File: src/rtl/fsba_pkg.sv
package fsba_pkg;

  localparam logic [7:0] HDR_FIRST  = 8'h7D;
  localparam logic [7:0] HDR_SECOND = 8'h5D;

  localparam int SAMPLE_W = 16;
  localparam int TOTAL_W  = 24;
  localparam int COUNT_W  = 8;
  localparam int ANGLE_W  = 25;
  localparam int PROD_W   = 34;
  localparam int CFG_IDX_W = 2;

  localparam logic [CFG_IDX_W-1:0] REG_WINDOW_LENGTH     = 2'd0;
  localparam logic [CFG_IDX_W-1:0] REG_ZERO_OFFSET       = 2'd1;
  localparam logic [CFG_IDX_W-1:0] REG_DEGREES_PER_COUNT = 2'd2;

  localparam logic [COUNT_W-1:0]  WINDOW_RESET = 8'd50;
  localparam logic [SAMPLE_W-1:0] ZERO_RESET   = 16'd3532;
  localparam logic [SAMPLE_W-1:0] SCALE_RESET  = 16'd4048;

  localparam logic [PROD_W-1:0] ROUND_HALF = 34'd128;

  typedef enum logic [1:0] {
    PH_IDLE,
    PH_HDR1,
    PH_HDR2,
    PH_HIGH
  } phase_t;

  typedef enum logic [1:0] {
    SEQ_IDLE,
    SEQ_DIV,
    SEQ_MUL,
    SEQ_OUT
  } seq_t;

  typedef struct packed {
    logic busy;
    logic done;
  } div_status_t;

endpackage

File: src/rtl/fsba_div.sv
module fsba_div (
  input  logic                              clk,
  input  logic                              rst_n,
  input  logic                              start,
  input  logic [fsba_pkg::TOTAL_W-1:0]      dividend,
  input  logic [fsba_pkg::COUNT_W-1:0]      divisor,
  output logic [fsba_pkg::TOTAL_W-1:0]      quotient,
  output fsba_pkg::div_status_t             status
);

  localparam int CNT_W = $clog2(fsba_pkg::TOTAL_W + 1);

  logic [fsba_pkg::TOTAL_W-1:0] dvd_r, dvd_nxt;
  logic [fsba_pkg::COUNT_W-1:0] rem_r, rem_nxt;
  logic [fsba_pkg::COUNT_W-1:0] dsr_r, dsr_nxt;
  logic [CNT_W-1:0]             cnt_r, cnt_nxt;
  logic                         busy_r, busy_nxt;
  logic                         done_r, done_nxt;
  logic [fsba_pkg::COUNT_W:0]   trial;
  logic                         fits;

  // one quotient bit per cycle, shifted into the dividend register
  assign trial = {rem_r, dvd_r[fsba_pkg::TOTAL_W-1]};
  assign fits  = trial >= {1'b0, dsr_r};

  always_comb begin
    dvd_nxt  = dvd_r;
    rem_nxt  = rem_r;
    dsr_nxt  = dsr_r;
    cnt_nxt  = cnt_r;
    busy_nxt = busy_r;
    done_nxt = 1'b0;
    if (start) begin
      dvd_nxt  = dividend;
      rem_nxt  = '0;
      dsr_nxt  = divisor;
      cnt_nxt  = CNT_W'(fsba_pkg::TOTAL_W);
      busy_nxt = 1'b1;
    end else if (busy_r) begin
      dvd_nxt = {dvd_r[fsba_pkg::TOTAL_W-2:0], fits};
      rem_nxt = fits ? fsba_pkg::COUNT_W'(trial - {1'b0, dsr_r})
                     : trial[fsba_pkg::COUNT_W-1:0];
      cnt_nxt = cnt_r - 1'b1;
      if (cnt_r == CNT_W'(1)) begin
        busy_nxt = 1'b0;
        done_nxt = 1'b1;
      end
    end
  end

  always_ff @(posedge clk) begin
    if (!rst_n) begin
      busy_r <= 1'b0;
      done_r <= 1'b0;
      cnt_r  <= '0;
    end else begin
      busy_r <= busy_nxt;
      done_r <= done_nxt;
      cnt_r  <= cnt_nxt;
    end
    dvd_r <= dvd_nxt;
    rem_r <= rem_nxt;
    dsr_r <= dsr_nxt;
  end

  assign quotient    = dvd_r;
  assign status.busy = busy_r;
  assign status.done = done_r;

endmodule

File: src/rtl/framed_sample_block_averager.sv
// Header and first sample bytes are taken one per cycle while in_tready is high.
// The byte that closes a window starts a restoring divide (one quotient bit per cycle
// in the divider), then a scale multiply; out_tvalid rises when the result is loaded
// into the output register, once any earlier result is taken. in_tready is low until then.
// Synchronous active-low reset: framing idle, sum and count cleared, registers to
// window 50, offset 3532, scale 4048; no result pending.
module framed_sample_block_averager (
  input  logic        clk,
  input  logic        rst_n,
  input  logic        in_tvalid,
  output logic        in_tready,
  input  logic [7:0]  in_tdata,    // [7:0] rx_byte
  output logic        out_tvalid,
  input  logic        out_tready,
  output logic [47:0] out_tdata,   // [15:0] mean_raw, [40:16] tilt_angle, [47:41] zero
  input  logic        cfg_valid,
  output logic        cfg_ready,
  input  logic [1:0]  cfg_index,
  input  logic [15:0] cfg_data
);

  localparam int SW = fsba_pkg::SAMPLE_W;
  localparam int TW = fsba_pkg::TOTAL_W;
  localparam int CW = fsba_pkg::COUNT_W;
  localparam int AW = fsba_pkg::ANGLE_W;
  localparam int PW = fsba_pkg::PROD_W;

  logic [CW-1:0] window_r;
  logic [SW-1:0] zero_r;
  logic [SW-1:0] scale_r;

  fsba_pkg::phase_t phase_r, phase_nxt;
  fsba_pkg::seq_t   seq_r, seq_nxt;

  logic [7:0]    high_r, high_nxt;
  logic [TW-1:0] total_r, total_nxt;
  logic [CW-1:0] taken_r, taken_nxt;

  logic [SW-1:0] mean_r, mean_nxt;
  logic [PW-1:0] prod_r, prod_nxt;
  logic          out_valid_r;
  logic [SW-1:0] out_mean_r;
  logic [AW-1:0] out_angle_r;

  logic                  in_acc;
  logic                  sample_done;
  logic                  div_start;
  logic                  load_out;
  logic [TW-1:0]         quotient;
  fsba_pkg::div_status_t div_stat;
  logic [SW:0]           diff;
  logic [PW-1:0]         rounded;

  assign cfg_ready = 1'b1;

  always_ff @(posedge clk) begin
    if (!rst_n) begin
      window_r <= fsba_pkg::WINDOW_RESET;
      zero_r   <= fsba_pkg::ZERO_RESET;
      scale_r  <= fsba_pkg::SCALE_RESET;
    end else if (cfg_valid) begin
      unique case (cfg_index)
        fsba_pkg::REG_WINDOW_LENGTH:     window_r <= cfg_data[CW-1:0];
        fsba_pkg::REG_ZERO_OFFSET:       zero_r   <= cfg_data;
        fsba_pkg::REG_DEGREES_PER_COUNT: scale_r  <= cfg_data;
        default: ;
      endcase
    end
  end

  // framing
  assign in_acc      = in_tvalid && in_tready;
  assign sample_done = in_acc && (phase_r == fsba_pkg::PH_HIGH);

  always_comb begin
    phase_nxt = phase_r;
    if (in_acc) begin
      unique case (phase_r)
        fsba_pkg::PH_IDLE:
          if (in_tdata == fsba_pkg::HDR_FIRST) phase_nxt = fsba_pkg::PH_HDR1;
        fsba_pkg::PH_HDR1:
          phase_nxt = (in_tdata == fsba_pkg::HDR_SECOND) ? fsba_pkg::PH_HDR2
                                                         : fsba_pkg::PH_IDLE;
        fsba_pkg::PH_HDR2: phase_nxt = fsba_pkg::PH_HIGH;
        fsba_pkg::PH_HIGH: phase_nxt = fsba_pkg::PH_IDLE;
        default:           phase_nxt = fsba_pkg::PH_IDLE;
      endcase
    end
  end

  always_comb begin
    high_nxt  = high_r;
    total_nxt = total_r;
    taken_nxt = taken_r;
    if (in_acc && phase_r == fsba_pkg::PH_HDR2) begin
      high_nxt = in_tdata;
    end
    if (sample_done) begin
      if (taken_r < window_r) begin
        total_nxt = total_r + TW'({high_r, in_tdata});
        taken_nxt = taken_r + 1'b1;
      end else begin
        total_nxt = '0;
        taken_nxt = '0;
      end
    end
  end

  // sequencer
  always_comb begin
    seq_nxt = seq_r;
    unique case (seq_r)
      fsba_pkg::SEQ_IDLE: if (div_start)       seq_nxt = fsba_pkg::SEQ_DIV;
      fsba_pkg::SEQ_DIV:  if (div_stat.done)   seq_nxt = fsba_pkg::SEQ_MUL;
      fsba_pkg::SEQ_MUL:                       seq_nxt = fsba_pkg::SEQ_OUT;
      fsba_pkg::SEQ_OUT:  if (load_out)        seq_nxt = fsba_pkg::SEQ_IDLE;
      default:                                 seq_nxt = fsba_pkg::SEQ_IDLE;
    endcase
  end

  always_comb begin
    in_tready = (seq_r == fsba_pkg::SEQ_IDLE);
    div_start = sample_done && !(taken_r < window_r);
    load_out  = (seq_r == fsba_pkg::SEQ_OUT) && (!out_valid_r || out_tready);
  end

  fsba_div u_div (
    .clk      (clk),
    .rst_n    (rst_n),
    .start    (div_start),
    .dividend (total_r),
    .divisor  ((window_r == '0) ? CW'(1) : window_r),
    .quotient (quotient),
    .status   (div_stat)
  );

  // saturate the mean, then scale its distance from the zero point
  always_comb begin
    mean_nxt = mean_r;
    prod_nxt = prod_r;
    diff     = {1'b0, mean_r} - {1'b0, zero_r};
    if (seq_r == fsba_pkg::SEQ_MUL) begin
      mean_nxt = (|quotient[TW-1:SW]) ? {SW{1'b1}} : quotient[SW-1:0];
      diff     = {1'b0, mean_nxt} - {1'b0, zero_r};
      prod_nxt = PW'($signed(diff) * $signed({1'b0, scale_r}));
    end
  end

  assign rounded = PW'($signed(prod_r + fsba_pkg::ROUND_HALF) >>> 8);

  always_ff @(posedge clk) begin
    if (!rst_n) begin
      phase_r     <= fsba_pkg::PH_IDLE;
      seq_r       <= fsba_pkg::SEQ_IDLE;
      high_r      <= '0;
      total_r     <= '0;
      taken_r     <= '0;
      out_valid_r <= 1'b0;
    end else begin
      phase_r <= phase_nxt;
      seq_r   <= seq_nxt;
      high_r  <= high_nxt;
      total_r <= total_nxt;
      taken_r <= taken_nxt;
      if (load_out) begin
        out_valid_r <= 1'b1;
      end else if (out_tready) begin
        out_valid_r <= 1'b0;
      end
    end
    mean_r <= mean_nxt;
    prod_r <= prod_nxt;
    if (load_out) begin
      out_mean_r  <= mean_r;
      out_angle_r <= rounded[AW-1:0];
    end
  end

  assign out_tvalid = out_valid_r;
  assign out_tdata  = {7'd0, out_angle_r, out_mean_r};

endmodule
File: config.mk
export PLATFORM = sky130hd
export DESIGN_NAME = framed_sample_block_averager
export DESIGN_NICKNAME = d
export VERILOG_FILES = /design/src/rtl/fsba_pkg.sv /design/src/rtl/fsba_div.sv /design/src/rtl/framed_sample_block_averager.sv
export SDC_FILE = /design/constraint.sdc
export NUM_CORES = 1
export LEC_CHECK = 0
export ABC_AREA = 1
export BUFFER_PORTS_ARGS = -buffer_cell sky130_fd_sc_hd__buf_2
export CAP_MARGIN = 20
export CELL_PAD_IN_SITES_DETAIL_PLACEMENT = 1
export CELL_PAD_IN_SITES_GLOBAL_PLACEMENT = 2
export CORE_MARGIN = 1.5
export CORE_UTILIZATION = 39
export DETAILED_ROUTE_END_ITERATION = 8
export PLACE_DENSITY_LB_ADDON = 0.1
export SLEW_MARGIN = 30
export SYNTH_ARGS = -nofsm -noshare
export SYNTH_HDL_FRONTEND = slang
export SYNTH_SLANG_ARGS = --single-unit
File: constraint.sdc
create_clock -name clk -period 9.1 [get_ports clk]
set_input_delay 0.455 -clock clk [delete_from_list [all_inputs] [get_ports clk]]
set_output_delay 0.455 -clock clk [all_outputs]
set_load 0.005 [all_outputs]
==> results of run 1 <==
==> worst max path at each step <==
stage / startpoint / cells after the start / slack (ns) / end
2_1_floorplan: u_div.quotient[19] / 37 / 1.57 / prod_r[29]
3_3_place_gp: u_div.quotient[19] / 32 / 0.61 / prod_r[29]
3_5_place_dp: u_div.quotient[19] / 35 / 0.46 / prod_r[29]
4_1_cts: u_div.quotient[19] / 35 / 0.40 / prod_r[29]
5_1_grt: u_div.quotient[19] / 32 / 0.07 / prod_r[29]
6_report: u_div.quotient[19] / 30 / 0.51 / prod_r[31]
==> cell usage in the layout (no fill, tap or decap), types with 21 or more instances in the layout <==
master     count
xnor2_1       23
or2_2         21
nand2_1      517
fa_1         269
xor2_1        51
buf_2         72
nand3_1      141
nor2_2        37
o21ai_0       67
dfxtp_1      100
inv_1        560
clkbuf_16     30
nor3_1        21
nor2_1       235
a21oi_1      123
edfxtp_1     115
ha_1         139
==> cells by family after synthesis <==
kind of cell             share of synthesized area, %
AND/OR/NAND/NOR                                  21.5
flip-flops                                       25.0
AO/OA/AOI/OAI                                    6.21
XOR/XNOR                                         3.04
other                                          0.0344
adder cells (fa/ha/maj)                          32.7
buffers and inverters                            11.6
==> flip-flops by register name, indices dropped and copies added (netlist names), 8 cells and up, named ones only <==
register        flops
window_r            8
high_r              8
total_r            24
u_div.quotient     24
scale_r            16
taken_r             8
out_mean_r         16
u_div.rem_r         8
zero_r             16
prod_r             26
out_angle_r        25
mean_r             16
u_div.dsr_r         8
==> cell type report <==
| class | count | area (um2) | area share, % |
|---|---|---|---|
| antenna | 1 | 2.50 | 0.0104 |
| clock buffer | 31 | 764 | 3.19 |
| clock inverter | 18 | 203 | 0.846 |
| inverter | 582 | 2190 | 9.13 |
| multi-input combinational | 1799 | 13900 | 58.1 |
| sequential | 215 | 5460 | 22.8 |
| tap | 748 | 936 | 3.91 |
| timing repair buffer | 90 | 495 | 2.07 |
==> metal layers <==
| layer | up-vias | share of wire [%] | global-route usage, % |
|---|---|---|---|
| li1 | 8267 | - | - |
| met1 | 8736 | 48 | 33.8 |
| met2 | 301 | 45 | 38.8 |
| met3 | 74 | 4.8 | 4.10 |
| met4 | 0 | 2.0 | 5.24 |
| met5 | - | 0 | 0 |
==> per-stage QoR <==
step	hold slack [ns]	util (%)	setup slack (ns)
final	0.158	43.4	0.509
after global routing	0.151	43.4	0.0724
after CTS	0.132	43.4	0.398
after detailed placement	0.405	41.6	0.461
after global placement	0.415	41.6	0.612
after floorplan	0.400	-	1.57
==> worst reg2reg max path, delay by kind of cell, from the launching register on <==
family        cells  cell delay (ns)
flops             1             0.39
fa+ha+maj         8             4.30
simple gates     16             2.94
buf+inv           6             0.71
==> timing repair <==
item | in CTS | in global routing
hold buffers | 0 | 0
endpoints found under the setup margin | 0 | 5
gates resized for setup | 0 | 5
==> summary.md, run 1 <==
| Metric | Value |
|---|---|
| Cell family with the largest share of critical-path delay | adder cells |
| Finished Layout Cells | 3484 |
| H-tree depth | 1 |
| Worst R2R Start | u_div.quotient[19] |
| Max clock buf depth | 3 |
| Hold endpoint | zero_r[10] |
| I/O Pins | 82 |
| Buf+Inv Stages, Crit Path | 6 |
| Die H | roughly 240 um |
| Initial DRT Pass Iterations | 5 |
| Max Cap Viol | 0 |
| Seq/Total Area, Yosys | approximately a quarter |
| Congestion Overflow GR | 0 |
| Area after DPL | 0.0230 mm2 |
| CP Capture Type | flop |
| Max Fclk | 116 MHz |
| Design area | 0.0240 mm2 |
| IO buf count | 73 |
| Final Hold Fails | 0 |
| Worst Path Required | 9.41 ns |
| Post-DR wirelength/cell | 19.2 um |
| Final Max Tran Viols | 0 |
| Worst reg2reg path endpoint | prod_r[31] |
| Overall routed net length | 66.8 mm |
| Largest net degree at the start of global routing | 56 |
| Ranking of synthesized cells by area | fa_1 25%, edfxtp_1 16%, inv_1 9.6%, dfxtp_1 9.2%, nand2_1 8.9% |
| Drt drc | 0 |
| Share of the synthesized area in the top cell type | about a quarter |
| CP Launch Type | flop |
| Initial antenna violation count | 1 |
| Die area | approximately 0.057 mm2 |
| Die Wd | about 240 um |
| Period utilization | 94.4% |
| R2r worst-path depth | 30 |
| First DRT Iteration DRCs | 877 |
| Area growth, synth to finish | 9.67% |
| Nets | around 3200 |
| RSZ-0062 raised after global routing | no |
| Mapped Avg Cell Area | 8.21 um2 |
| Clk_lat worst skew | 0.56 ns |
| Status | complete, no violations |
| Setup slack, reg-to-reg | 0.51 ns |
| Clock-pin transition on the worst setup and hold timing paths | roughly 0.060 ns |
| HP Class | input pin to flop |
| Netlist cell types | 53 |
| EDFF count, synth | approximately 120 |
| Cell taking the most area after synthesis | fa_1 |
| Min cycle time layout | 8.59 ns |
| Remaining antenna violation count | 0 |
| Fill cells | 6762 |
| TritonCTS clock tree | built |
| FFs w/ async S/R, synth | 0% |
| CTS sink cnt | 215 |
| Tot GR Track Use | 24.1% |
| Most common cell in the netlist | inv_1 |
| Post-Syn Area | 0.0218 mm2 |
| DR vias | 17400 |
| Crit path largest cell delay | roughly 0.72 ns |
| Total CTS buffers | 27 |
| Most common cell on crit path | fa_1 |
| Post-synth top cells | 561 x inv_1, 517 x nand2_1, 269 x fa_1 |
| Worst-path cell with the longest stage delay | fa_1 |
| CORE AREA | ~0.055 mm2 |
| Yosys warns | 0 |
| First-pass GRT wire length | 106 mm |
| Top_reg_cell synth | edfxtp_1 |
| Vias/cell | around 5 |
| Inst Count DP | 3434 |
| Row count | 86 |
| FF+latch count, synth | 215 |
| Post-CTS setup buffers | 0 |
| Clock skew | 0.0158 ns |
| Hold Path Cell Cnt | 3 |
| Setup total negative slack | 0 ns |
| Via count of the first global-routing pass | between 15000 and 20000 |
| Fraction of layout cells with a size suffix above 1 | 9.47% |
| Cells after synthesis | 2659 |
| GP Congestion | ~0.89 |
| Root buffer cell | clkbuf_16 |
| Worst min-delay path startpoint | cfg_data[10] |
| Worst Tran Pin Value | approximately 0.90 ns |
| Largest fanout on the critical path | 16 |
| Final setup fails | 0 |
| Initial Util | 39.6% |
| DP Wirelength | 55.6 mm |
| Worst Path Arrival | 8.90 ns |
| Slew headroom | 39.7% |
| WS Path Type | flop to flop |
Power of run 1 is left out: the tool's default activity adds up to more than one toggle a clock period on the data nets, which glitch-free logic cannot reach.
==> inputs of run 2 (changes only) <==
SYNTH_HIERARCHICAL = 1   (was not set)
==> summary.md, run 2 <==
| Metric | Value |
|---|---|
| Status | complete, no violations |
| GP Congestion | 0.856 |
| Inst Count DP | around 3400 |
| Commonest non-fill, non-tap cell in the layout | nand2_1 |
| Max Fclk | between 100 and 150 MHz |
| Crit path largest cell delay | 0.69 ns |
| Largest registers | prod_r x26, out_angle_r x25 |
| Worst reg2reg path endpoint | prod_r[31] |
| DP Wirelength | 54.5 mm |
| First DRT Iteration DRCs | approximately 860 |
| Largest reg by FF count | prod_r |
| WS Path Type | flop to flop |
| Drt drc | 0 |
| Overall routed net length | about 66 mm |
| Initial Util | ~40% |
| IO buf count | 73 |
| Ant diodes | 0 |
| Die area | ~0.057 mm2 |
| Clock-pin transition on the worst setup and hold timing paths | 0.07 ns |
| Root buffer cell | clkbuf_16 |
| HP Class | input pin to flop |
| Post-DR wirelength/cell | 18.8 um |
| I/O Pins | 82 |
| Worst Tran Pin Value | 1.02 ns |
| Final setup fails | 0 |
| DR vias | 17300 |
| Remaining antenna violation count | 0 |
| Post-Syn Area | 0.0218 mm2 |
| First-pass GRT wire length | 105 mm |
| Slew headroom | a little under a third |
| Clk_lat worst skew | 0.59 ns |
| Max FFs per register | 26 |
| Worst-path cell with the longest stage delay | fa_2 |
| Most frequent cells in the layout | 557 x nand2_1, 544 x inv_1, 275 x nor2_1, 268 x fa_1, 148 x nand3_1 |
| Worst R2R Start | u_div/quotient[23] |
| Area growth, synth to finish | 9.44% |
| Row count | 86 |
| Die Wd | 239 um |
| Max clock buf depth | 3 |
| CORE AREA | 0.0551 mm2 |
| Finished Layout Cells | 3495 |
| Max Cap Viol | 0 |
| Worst Path Required | 9.45 ns |
| Setup slack, reg-to-reg | around 0.56 ns |
| Worst min-delay path startpoint | cfg_data[10] |
| Tot GR Track Use | a little under a quarter |
| Post-CTS setup buffers | 0 |
| Initial DRT Pass Iterations | 5 |
| Nets | about 3200 |
| Worst setup startpoint | u_div/quotient[23] |
| Period utilization | 93.8% |
| # hold bufs at CTS | 0 |
| Via count of the first global-routing pass | 18800 |
| Total CTS buffers | 27 |
| TritonCTS clock tree | built |
| Setup total negative slack | 0 ns |
| Initial antenna violation count | 1 |
| CP Capture Type | flop |
| Final Hold Fails | 0 |
| Final Max Tran Viols | 0 |
| Fraction of layout cells with a size suffix above 1 | between 7 and 8% |
| Worst Path Arrival | 8.88 ns |
| Clock skew | 0.0195 ns |
| Mapped Avg Cell Area | 8.14 um2 |
| Yosys warns | 6 |
| CP Launch Type | flop |
| Min cycle time layout | about 8.5 ns |
| R2r worst-path depth | 34 |
| Largest fanout on the critical path | 16 |
| CP endpoint | prod_r[31] |
| H-tree depth | 1 |
| RSZ-0062 raised after global routing | no |
| Largest net degree at the start of global routing | 58 |
| Most common cell on crit path | nand2_1 |
| Cells after synthesis | 2675 |
| Die H | 239 um |
| Vias/cell | 4.96 |
| CTS sink cnt | 215 |
| Congestion Overflow GR | 0 |
==> run 2: area by class of cell <==
cell class | count | area (um2)
clock buffer | 32 | 736
clock inverter | 18 | 200
fill | 6653 | 31300
inverter | 565 | 2120
multi-input combinational | 1827 | 13900
sequential | 215 | 5460
tap | 748 | 936
timing repair buffer | 90 | 493
==> run 2: metal layers <==
layer	wire [um]	vias up	share of wire [%]	global-route usage [%]
li1	-	8321	-	-
met1	32000	8687	49	33.6
met2	29700	262	45	39.3
met3	2880	63	4.4	3.47
met4	1210	0	1.8	4.70
met5	0	-	0	0
==> run 2: stage by stage <==
stage / hold slack (ns) / utilization (%) / setup slack (ns) / area (um2)
global route: 0.0965 / 43.3 / 0.0275 / 23800
detailed placement: 0.408 / 41.5 / 0.421 / 22900
CTS: 0.0807 / 43.2 / 0.314 / 23800
global placement: 0.410 / 41.5 / 0.610 / 22900
floorplan: 0.400 / - / 1.59 / 21800
finish: 0.106 / 43.3 / 0.565 / 23800
==> run 2: worst min path at each step <==
stage | end | slack (ns) | cells past startpoint
CTS | scale_r[10] | 0.08 | 3
global placement | out_mean_r[0] | 0.41 | 0
detailed placement | out_mean_r[2] | 0.41 | 0
floorplan | out_mean_r[0] | 0.40 | 0
global route | scale_r[10] | 0.1 | 3
finish | scale_r[10] | 0.11 | 3
==> run 2: critical path: cells and delay by family, from the launching register on <==
family | cells | cell delay [ns]
adders and majority gates | 8 | 3.88
and+or+nand+nor | 19 | 3.32
buffers and inverters | 6 | 0.48
DFF | 1 | 0.40
xor gates and xnor gates | 1 | 0.19
==> run 2: what timing repair did <==
item,4_1_cts,5_1_grt
endpoints found under the setup margin,0,7
resized for setup,0,2
hold endpoints to repair,0,0
Power of run 2 is left out for the same reason.
==> inputs of run 3 (changes only) <==
CORE_MARGIN = 1   (was 1.5)
SLEW_MARGIN = 20   (was 30)
==> summary.md, run 3 (synthesized netlist as in run 2, its figures left out) <==
| Metric | Value |
|---|---|
| Status | complete, no violations |
| Post-cts gate resize count | 0 |
| Worst reg2reg path endpoint | prod_r[31] |
| Total CTS buffers | 28 |
| CP Launch Type | flop |
| CORE AREA | 0.0551 mm2 |
| Slew headroom | a little over a third |
| Initial Util | 39.5% |
| Root buffer cell | clkbuf_16 |
| # hold bufs at CTS | 0 |
| Post-CTS setup buffers | 0 |
| TritonCTS clock tree | built |
| Crit path largest cell delay | 0.69 ns |
| Hold endpoint | scale_r[10] |
| Max layer used | met4 |
| Commonest non-fill, non-tap cell in the layout | nand2_1 |
| Initial DRT Pass Iterations | 8 |
| DR vias | 17500 |
| Final setup fails | 0 |
| Largest registers | prod_r x26, out_angle_r x25 |
| Worst-path cell with the longest stage delay | fa_2 |
| Largest reg by FF count | prod_r |
| Max Cap Viol | 0 |
| Overall routed net length | 66.5 mm |
| Largest fanout on the critical path | 16 |
| Die area | 0.0568 mm2 |
| Clk_lat worst skew | 0.60 ns |
| Worst min-delay path startpoint | cfg_data[10] |
| Tot GR Track Use | 24.4% |
| Worst Path Required | about 9.4 ns |
| HP Class | input pin to flop |
| Initial antenna violation count | 0 |
| Design area | 0.0238 mm2 |
| I/O Pins | 82 |
| Area after DPL | 0.0229 mm2 |
| Max FFs per register | 26 |
| Max clock buf depth | 3 |
| Min cycle time layout | 8.48 ns |
| Congestion Overflow GR | 0 |
| Fraction of layout cells with a size suffix above 1 | 7.60% |
| Clock-pin transition on the worst setup and hold timing paths | 0.06 ns |
| Setup total negative slack | 0 ns |
| Wire length on met2 | 30.0 mm |
| Period utilization | 93.2% |
| Storage cell area | 0.00546 mm2 |
| First DRT Iteration DRCs | 854 |
| First-pass GRT wire length | 106 mm |
| Worst Tran Pin Value | 0.950 ns |
| Via count of the first global-routing pass | 19200 |
| Die Wd | 238 um |
| Multi-input logic area | roughly 0.014 mm2 |
| Nets | about 3200 |
| WS Path Type | flop to flop |
| Area growth, synth to finish | 9.27% |
| Vias/cell | 4.99 |
| CTS sink cnt | between 200 and 250 |
| H-tree depth | 1 |
| Most frequent cells in the layout | 557 x nand2_1, 544 x inv_1, 274 x nor2_1, 268 x fa_1, 149 x nand3_1 |
| Die H | 238 um |
| Drt drc | 0 |
| CP Capture Type | flop |
| Inst Count DP | approximately 3400 |
| GP Congestion | just under 0.9 |
| Finished Layout Cells | 3499 |
| R2r worst-path depth | 34 |
| Met3 WL post-DR | 2.62 mm |
| RSZ-0062 raised after global routing | no |
| Final Hold Fails | 0 |
| Most common cell on crit path | nand2_1 |
| DP Wirelength | 54.9 mm |
| Ant diodes | 0 |
| Hold_ws | 0.0957 ns |
| Worst Path Arrival | 8.81 ns |
| Fill cells | 6767 |
| Final Max Tran Viols | 0 |
| Clock skew | 0.0351 ns |
| Max Fclk | 118 MHz |
| Post-DR wirelength/cell | 19.0 um |
| Remaining antenna violation count | 0 |
| IO buf count | 73 |
| Row count | 86 |
| WL met1 | around 32 mm |
| Hold Path Cell Cnt | 3 |
| Worst R2R Start | u_div/quotient[23] |
| Largest net degree at the start of global routing | 58 |
| Setup slack, reg-to-reg | 0.62 ns |
run 3: cell count changes in the layout (fill, tap and decap cells not counted), sizes merged:
cell and delta:
bufinv -2, clkinvlp -1, buf +2, clkinv -6, inv -3, clkbuf +14
run 3: worst max path at each step:
stage,from,end,depth (start not counted)
2_1_floorplan,u_div/quotient[23],prod_r[31],36
3_3_place_gp,u_div/quotient[22],prod_r[31],34
3_5_place_dp,u_div/quotient[23],prod_r[31],34
4_1_cts,u_div/quotient[22],prod_r[31],34
5_1_grt,u_div/quotient[22],prod_r[31],34
6_report,u_div/quotient[23],prod_r[31],34
run 3: per-stage QoR:
step / util [%] / setup slack (ns)
global route: 43.2 / 0.0373
CTS: 43.2 / 0.271
detailed placement: 41.6 / 0.357
floorplan: - / 1.59
finish: 43.2 / 0.623
global placement: 41.6 / 0.639
run 3: cell type report:
class                           count  area share, %
Clock buffer                       46           3.48
Multi-Input combinational cell   1827           58.3
Timing Repair Buffer               92           2.14
Clock inverter                      6          0.263
Tap cell                          748           3.93
Inverter                          565           8.91
Sequential cell                   215           22.9
run 3: worst max-delay path: cells and delay by family (launching register included):
family | cells | cell delay [ns]
DFF | 1 | 0.40
and+or+nand+nor | 19 | 3.29
xor gates and xnor gates | 1 | 0.18
buffers and inverters | 6 | 0.47
adders and majority gates | 8 | 3.87
run 3: metal layers:
metal	GRT usage (%)	up-vias
met5	0	-
li1	-	8323
met1	34.4	8770
met3	2.89	79
met2	39.7	287
met4	5.94	0
Power of run 3 is left out for the same reason.
